--- config.mk ---
export PLATFORM = sky130hd
export DESIGN_NAME = ufst_ctrl
export DESIGN_NICKNAME = d
export VERILOG_FILES = /design/src/sv/ufst_pkg.sv /design/src/sv/ufst_ctrl.sv
export SDC_FILE = /design/constraint.sdc
export NUM_CORES = 1
export LEC_CHECK = 0
export BUFFER_PORTS_ARGS = -buffer_cell sky130_fd_sc_hd__buf_4
export CAP_MARGIN = 20
export CORE_AREA = 2 2 39 41
export DETAILED_ROUTE_END_ITERATION = 8
export DIE_AREA = 0 0 41 43
export PLACE_DENSITY = 0.36
export SYNTH_ARGS = -nofsm -noshare
export SYNTH_HDL_FRONTEND = slang
export SYNTH_SLANG_ARGS = --single-unit
--- constraint.sdc ---
create_clock -name clk_i -period 1.3 [get_ports clk_i]
set_input_delay 0.13 -clock clk_i [delete_from_list [all_inputs] [get_ports clk_i]]
set_output_delay 0.13 -clock clk_i [all_outputs]
set_load 0.05 [all_outputs]
--- src/sv/ufst_pkg.sv ---
// shared types and constants for the union-find spanning tree filter
// no dependencies; used by ufst_ctrl, ufst_dpath and the top level
package ufst_pkg;

  localparam int unsigned NodeW    = 10;
  localparam int unsigned CfgW     = 11;
  localparam int unsigned CfgReset = 1024;

  // controller to datapath commands
  typedef struct packed {
    logic load;      // capture the offered edge
    logic clr_wr;    // write one table entry of the clearing pass
    logic step;      // follow the parent pointer just read
    logic switch_b;  // root of node a found, start the walk from node b
    logic link;      // merge the two sets if the roots differ
  } cmd_t;

  // datapath to controller status
  typedef struct packed {
    logic clear_last;
    logic eligible;
    logic root_hit;
  } status_t;

endpackage

--- src/sv/ufst_ctrl.sv ---
// controller state machine for the union-find spanning tree filter
// depends on ufst_pkg; drives ufst_dpath through cmd_t and reads status_t
module ufst_ctrl (
  input  logic              clk_i,
  input  logic              rst_ni,
  input  logic              start_i,
  input  ufst_pkg::status_t status_i,
  output ufst_pkg::cmd_t    cmd_o,
  output logic              busy_o,
  output logic              strobe_o
);

  localparam logic [2:0] StClear  = 3'd0;
  localparam logic [2:0] StIdle   = 3'd1;
  localparam logic [2:0] StElig   = 3'd2;
  localparam logic [2:0] StWalkA  = 3'd3;
  localparam logic [2:0] StWalkB  = 3'd4;
  localparam logic [2:0] StLink   = 3'd5;
  localparam logic [2:0] StResult = 3'd6;

  logic [2:0] st_q, st_d;

  always_comb begin
    st_d  = st_q;
    cmd_o = '0;
    unique case (st_q)
      StClear: begin
        cmd_o.clr_wr = 1'b1;
        if (status_i.clear_last) st_d = StIdle;
      end
      StIdle: begin
        if (start_i) begin
          cmd_o.load = 1'b1;
          st_d       = StElig;
        end
      end
      StElig: begin
        // the read of node a's parent is issued in this cycle
        st_d = status_i.eligible ? StWalkA : StResult;
      end
      StWalkA: begin
        if (status_i.root_hit) begin
          cmd_o.switch_b = 1'b1;
          st_d           = StWalkB;
        end else begin
          cmd_o.step = 1'b1;
        end
      end
      StWalkB: begin
        if (status_i.root_hit) begin
          st_d = StLink;
        end else begin
          cmd_o.step = 1'b1;
        end
      end
      StLink: begin
        cmd_o.link = 1'b1;
        st_d       = StResult;
      end
      StResult: begin
        st_d = StIdle;
      end
      default: begin
        st_d = StIdle;
      end
    endcase
  end

  always_ff @(posedge clk_i or negedge rst_ni) begin
    if (!rst_ni) begin
      st_q <= StClear;
    end else begin
      st_q <= st_d;
    end
  end

  assign busy_o   = (st_q != StIdle);
  assign strobe_o = (st_q == StResult);

  a_strobe_single: assert property (@(posedge clk_i) disable iff (!rst_ni)
    strobe_o |=> !strobe_o)
    else $error("result strobe held longer than one cycle");

  a_start_to_check: assert property (@(posedge clk_i) disable iff (!rst_ni)
    (st_q == StIdle && start_i) |=> (st_q == StElig && busy_o))
    else $error("accepted edge did not enter the eligibility check");

  a_link_to_result: assert property (@(posedge clk_i) disable iff (!rst_ni)
    (st_q == StLink) |=> strobe_o)
    else $error("merge step not followed by the result");

  a_clear_holds: assert property (@(posedge clk_i) disable iff (!rst_ni)
    (st_q == StClear && !status_i.clear_last) |=> (st_q == StClear && busy_o))
    else $error("clearing pass left early");

endmodule

==> results_dict.tcl, run 1 <==
set metrics [dict create \
    finalWorstPathRequiredPeriod_ps 1330 \
    ff_latch_count_synth 3 \
    timing_worst_slew_pin_value_ps 221 \
    post_drt_wl_per_cell_um 11.9 \
    critical_path.max_fanout 3 \
    layout-drive-gt1-share_pct 69.8 \
    clk_transition_reported_paths_ps 40 \
    setup_total_negative_slack_ps -38.4 \
    worst_endpoint_data_arrival_time_ps 1200 \
    rr_endpoint "st_q[2]" \
    drt_pre_antenna_iters 2 \
    first_global_vias 354 \
    core.rowCount 14 \
    final_critical_path_setup_slack_ps -26.5 \
    gp_congestion 0.662 \
    syn_area_per_cell_um2 8.27 \
    die_y_um 43 \
    design.core.area_mm2 0.00138 \
    finalSetupViolCount 2 \
    clock_tree_from_tritoncts "built" \
    most_area_hungry_cell_type_in_the_yosys_netlist "sky130_fd_sc_hd__dfrtp_1" \
    finalHoldViolCount 0 \
    number_of_flip_flops_in_the_largest_register 3 \
    pwr_density_cell_mw_per_mm2 2840 \
    netlist_area_before_placement_um2 256 \
    global_route_wire_length_before_repair_um 1320 \
    initialDrtViolationCount 3 \
    timing.max_slew.rel_slack_pct 85.3 \
    worst_ep_required_time_ps 1170 \
    synthesis.nets 37 \
    netlist_top_cells_area "sky130_fd_sc_hd__dfrtp_1 29%, sky130_fd_sc_hd__o221ai_2 5.9%, sky130_fd_sc_hd__buf_6 4.4%" \
    remaining_drc_errors 0 \
    initial_utilization_pct 18.5 \
    antenna_cells 0 \
    clock_tree_sinks 3 \
    grt_setup_unrepaired "true" \
    whs_ps 228 \
    register_area_um2 76.3 \
    netlist-cell-type-count 23 \
    route.detailed.vias_per_inst 4.51 \
    multi_input_comb_area_um2 211 \
    end_kind "output port" \
    h-tree-depth 1 \
    violations_in_the_final_reports "negative setup slack" \
    vias 311 \
    timing.clock.skew_ps 0.507 \
    globalRouteOverflowTotal 0 \
    critical_path.startpoint_type "flop" \
    grt_max_degree 8 \
    area_growth_pct 112 \
    max-cap-violations 0 \
    clkLatencyLatePin_ps 230 \
    io-pin-count 13 \
    registers_with_the_most_flip_flops "st_q: 3 flops" \
    cts.path.max_buffers 2 \
    worst_r2r_startpoint "st_q[0]" \
    initial_antenna_violation_count 0 \
    outcome "complete, but fails checks" \
    min_path_type "in -> async" \
    post-synth-top-area-fraction_pct 29.3 \
    rr_worst_depth 5 \
    synth_sequential_area_ratio_pct 29.3 \
    maxClockFrequency_ghz 0.754 \
    maxSlewViolCount 0 \
    n_fill_cell 144 \
    final_nets 60 \
    die_w_um 41 \
    peak_supply_drop_mv 1.11 \
    setup.worst_path.class "reg -> out" \
    registers.top_by_ff_count "st_q" \
    numCtsBuffers 3 \
    layout_worst_path_cycle_share_pct 102 \
    syn_inst 31 \
    global_route_usage_sum_pct 11.3 \
    synth.yosys.warnings 0 \
    port_buffers 12 \
    power.static_leakage_nw 0.242 \
    antenna_violating_nets_post_route 0 \
    post_place_setup_slack_ps 152 \
    r2r_setup_slack_ps 40 \
    floorplan.die_area_mm2 0.00176 \
    postRouteWirelength_um 824 \
    root_buffer "sky130_fd_sc_hd__clkbuf_4" \
    place.detailed.hpwl_um 562 \
]
## logic make-up after synthesis
logic type	share of synthesized area [%]
AO/OA/AOI/OAI	21.9
buffers and inverters	9.75
flip-flops	29.3
multiplexers	4.39
AND/OR/NAND/NOR	34.6
## cell type report
type / count / area share, %
sequential: 3 / 14.1
tap: 16 / 3.69
clock buffer: 4 / 4.84
inverter: 1 / 0.691
multi-input combinational: 24 / 38.9
timing repair buffer: 21 / 37.8
## worst max-delay path, cell delays in order, from the launching register on
cell and delay (ps):
sky130_fd_sc_hd__dfrtp_1 400, sky130_fd_sc_hd__nor2b_4 220, sky130_fd_sc_hd__and3_4 200, sky130_fd_sc_hd__buf_8 140
## per-stage QoR
step | cells | utilization (%) | total power [W] | area (µm²)
floorplan | 31 | - | 0.000864 | 282
global placement | 60 | 28.9 | 0.00108 | 400
detailed placement | 60 | 28.9 | 0.00109 | 400
CTS | 69 | 37.4 | 0.00150 | 518
global route | 69 | 39.2 | 0.00162 | 543
finish | 69 | 39.2 | 0.00154 | 543
## power by group
part	switching (W)	internal, W
Sequential	0.0000698	0.000144
Combinational	0.000618	0.000550
Clock	0.0000473	0.000115
## timing repair
action,CTS,global route
gates cloned,0,0
endpoints found under the setup margin,5,7
pin swaps,3,3
resized for setup,13,6
hold endpoints to repair,3,0
hold buffers,1,0
setup buffers,4,0
## cells in the mapped netlist
| cell | instances |
|---|---|
| sky130_fd_sc_hd__nand2_1 | 2 |
| sky130_fd_sc_hd__nand3b_1 | 1 |
| sky130_fd_sc_hd__nand2b_1 | 1 |
| sky130_fd_sc_hd__nor2b_1 | 1 |
| sky130_fd_sc_hd__o221ai_2 | 1 |
| sky130_fd_sc_hd__inv_1 | 1 |
| sky130_fd_sc_hd__nor2_2 | 1 |
| sky130_fd_sc_hd__and3_1 | 1 |
| sky130_fd_sc_hd__nor3_1 | 1 |
| sky130_fd_sc_hd__nor3b_1 | 1 |
| sky130_fd_sc_hd__nor2_1 | 3 |
| sky130_fd_sc_hd__and3b_2 | 1 |
| sky130_fd_sc_hd__o21ai_1 | 2 |
| sky130_fd_sc_hd__a211o_1 | 1 |
| sky130_fd_sc_hd__a22oi_1 | 1 |
| sky130_fd_sc_hd__or2_0 | 1 |
| sky130_fd_sc_hd__buf_2 | 2 |
| sky130_fd_sc_hd__buf_6 | 1 |
| sky130_fd_sc_hd__nor2b_2 | 1 |
| sky130_fd_sc_hd__mux2_2 | 1 |
| sky130_fd_sc_hd__a21oi_1 | 2 |
| sky130_fd_sc_hd__dfrtp_1 | 3 |
| sky130_fd_sc_hd__o21ai_0 | 1 |
## how the worst max path moves through the flow
stage               slack [ps]     from  endpoint
floorplan                  -70  st_q[1]  cmd_o[3]
global placement           150  st_q[0]  cmd_o[2]
detailed placement         150  st_q[2]  cmd_o[2]
CTS                        -20  st_q[0]  cmd_o[4]
global route               -80  st_q[0]  cmd_o[1]
finish                     -30  st_q[0]  cmd_o[1]
## layer usage
metal,GRT usage [%],wire length (µm),part of all wire (%)
met3,1.57,32,3.9
met4,8.00,6,0.73
met5,0,0,0
met1,11.0,326,40
met2,19.7,459,56
## layout by cell type (no fill, tap or decap), types with 2 or more instances in the layout
master	instances
sky130_fd_sc_hd__buf_6	6
sky130_fd_sc_hd__buf_4	11
sky130_fd_sc_hd__buf_8	3
sky130_fd_sc_hd__nand2_1	2
sky130_fd_sc_hd__nor2_2	2
sky130_fd_sc_hd__clkbuf_4	3
sky130_fd_sc_hd__dfrtp_1	2
sky130_fd_sc_hd__o21ai_1	2
sky130_fd_sc_hd__nor2_4	2
Note: power is estimated with default switching activity, not from simulation.
==> run 2: changes to the inputs <==
--- a/config.mk
+++ b/config.mk
@@ -11,6 +11,8 @@
 export DETAILED_ROUTE_END_ITERATION = 8
 export DIE_AREA = 0 0 41 43
 export PLACE_DENSITY = 0.36
+export SETUP_SLACK_MARGIN = 0.3
+export SKIP_CTS_REPAIR_TIMING = 1
 export SYNTH_ARGS = -nofsm -noshare
 export SYNTH_HDL_FRONTEND = slang
 export SYNTH_SLANG_ARGS = --single-unit
==> results_dict.tcl, run 2 (synthesis gave the netlist of run 1 again) <==
set metrics [dict create \
    finalWorstPathRequiredPeriod_ps 1320 \
    outcome "complete, but fails checks" \
    final_nets 59 \
    final_cell_area_um2 544 \
    clock_tree_sinks 3 \
    violations_in_the_final_reports "negative setup slack" \
    post_place_setup_slack_ps 168 \
    maxClockFrequency_ghz 0.759 \
    wirelength_met1_um 304 \
    place.detailed.hpwl_um 622 \
    worst_endpoint_data_arrival_time_ps 1190 \
    critPathMaxStageDelay_ps 400 \
    timing.clock.skew_ps 0.679 \
    clkLatencyLatePin_ps 230 \
    clk_transition_reported_paths_ps 30 \
    pwr_density_cell_mw_per_mm2 2830 \
    drt_pre_antenna_iters 2 \
    final_critical_path_setup_slack_ps -16.9 \
    clock_tree_from_tritoncts "built" \
    port_buffers 12 \
    core.rowCount 14 \
    initial_antenna_violation_count 0 \
    layout-drive-gt1-share_pct 71.2 \
    finalSetupViolCount 3 \
    seq_power_share_pct 13.3 \
    critical_path.max_fanout 6 \
    vias 302 \
    route.top_layer_used "met3" \
    antenna_violating_nets_post_route 0 \
    number_of_flip_flops_in_the_largest_register 3 \
    slowest_stage_cell_crit_path "sky130_fd_sc_hd__dfrtp_1" \
    dr_wl_met3_um 36 \
    cellInternalPower_w 0.000813 \
    timing_worst_slew_pin_value_ps 175 \
    critical_path.cell_chain "buf_4 > and3b_2 > buf_6" \
    first_global_vias 299 \
    cts.path.max_buffers 2 \
    floorplan.die_area_mm2 0.00176 \
    met2WireLength_um 423 \
    commonest_non_fill_non_tap_cell_in_the_layout "sky130_fd_sc_hd__buf_4" \
    power.net_switching_w 0.000729 \
    area_growth_pct 112 \
    combinationalPowerShare_pct 76.5 \
    maxSlewViolCount 0 \
    grt_setup_unrepaired "true" \
    initialDrtViolationCount 4 \
    most_frequent_cells_in_the_layout "9 x sky130_fd_sc_hd__buf_4, 8 x sky130_fd_sc_hd__buf_6, 3 x sky130_fd_sc_hd__o21ai_1, 3 x sky130_fd_sc_hd__clkbuf_4" \
    layout_worst_path_cycle_share_pct 101 \
    hold_path.startpoint "start_i" \
    initial_utilization_pct 18.5 \
    finalHoldViolCount 0 \
    peak_supply_drop_mv 1.08 \
    route.detailed.vias_per_inst 4.44 \
    worst_ep_required_time_ps 1170 \
    io-pin-count 13 \
    max-cap-violations 0 \
    die_w_um 41 \
    antenna_cells 0 \
    setup.worst_path.class "reg -> out" \
    min_path_type "in -> reg" \
    worstSetupStartpoint "st_q[0]" \
    remaining_drc_errors 0 \
    h-tree-depth 1 \
    root_buffer "sky130_fd_sc_hd__clkbuf_4" \
    design.core.area_mm2 0.00138 \
    timing.max_slew.rel_slack_pct 88.3 \
    postRouteWirelength_um 764 \
    numCtsBuffers 3 \
    power_switching_share_pct 47.3 \
    power.static_leakage_nw 0.241 \
    globalRouteOverflowTotal 0 \
    critical_path.startpoint_type "flop" \
    whs_ps 219 \
    clock_power_share_pct 10.1 \
    total_cell_area_at_the_placement_stage_um2 442 \
    global_route_wire_length_before_repair_um 1140 \
    post_drt_wl_per_cell_um 11.2 \
    worst_r2r_startpoint "st_q[0]" \
    grt_max_degree 8 \
    registers.top_by_ff_count "st_q" \
    gp_congestion 0.619 \
    die_y_um 43 \
    end_kind "output port" \
    global_route_usage_sum_pct 9.36 \
    registers_with_the_most_flip_flops "st_q: 3 flops" \
]
-- run 2: cell types whose count changed in the layout (fill, tap and decap cells not counted), sizes merged --
cell  change
buf       -1
-- run 2: power by group through the flow --
stage,clock [W],combinational (W),sequential [W]
2_1_floorplan,0,0.000808,0.000186
3_5_place_dp,0,0.00104,0.000199
5_1_grt,0.000178,0.00125,0.000212
4_1_cts,0.000167,0.00104,0.000199
3_3_place_gp,0,0.00103,0.000202
6_report,0.000156,0.00118,0.000205
-- run 2: layout make-up --
cell class | count | area [µm²]
Inverter | 1 | 3.75
Sequential cell | 3 | 76.3
Timing Repair Buffer | 20 | 198
Fill cell | 144 | 840
Multi-Input combinational cell | 24 | 220
Clock buffer | 4 | 26.3
Tap cell | 16 | 20.0
-- run 2: path summary, 6_finish.rpt --
kind,endpoint,slack [ps],cells after the start
max in group asynchronous,st_q[2],960,2
min in group asynchronous,st_q[0],230,2
hold reg to reg,st_q[0],680,2
hold / removal,st_q[1],220,3
setup / recovery,strobe_o,-20,3
setup reg to reg,st_q[2],180,4
-- run 2: metrics by stage --
step                TNS, ps  cells  total power [W]  util, %
detailed placement        0     62          0.00124     31.9
CTS                    -310     66          0.00140     33.8
global placement          0     62          0.00123     31.9
floorplan                 0     31         0.000994        -
finish                -32.4     68          0.00154     39.3
global route           -297     68          0.00164     39.3
-- run 2: critical path, delay by kind of cell (launching register included) --
family,cells,cell delay [ps]
buffers and inverters,2,320
flip-flops,1,400
AND/OR/NAND/NOR,1,230
-- run 2: routing by layer --
layer  vias to the layer above  GRT usage (%)
li1                        152              -
met1                       143           10.4
met2                         7           16.3
met3                         0           3.14
met4                         0           2.00
met5                         -              0
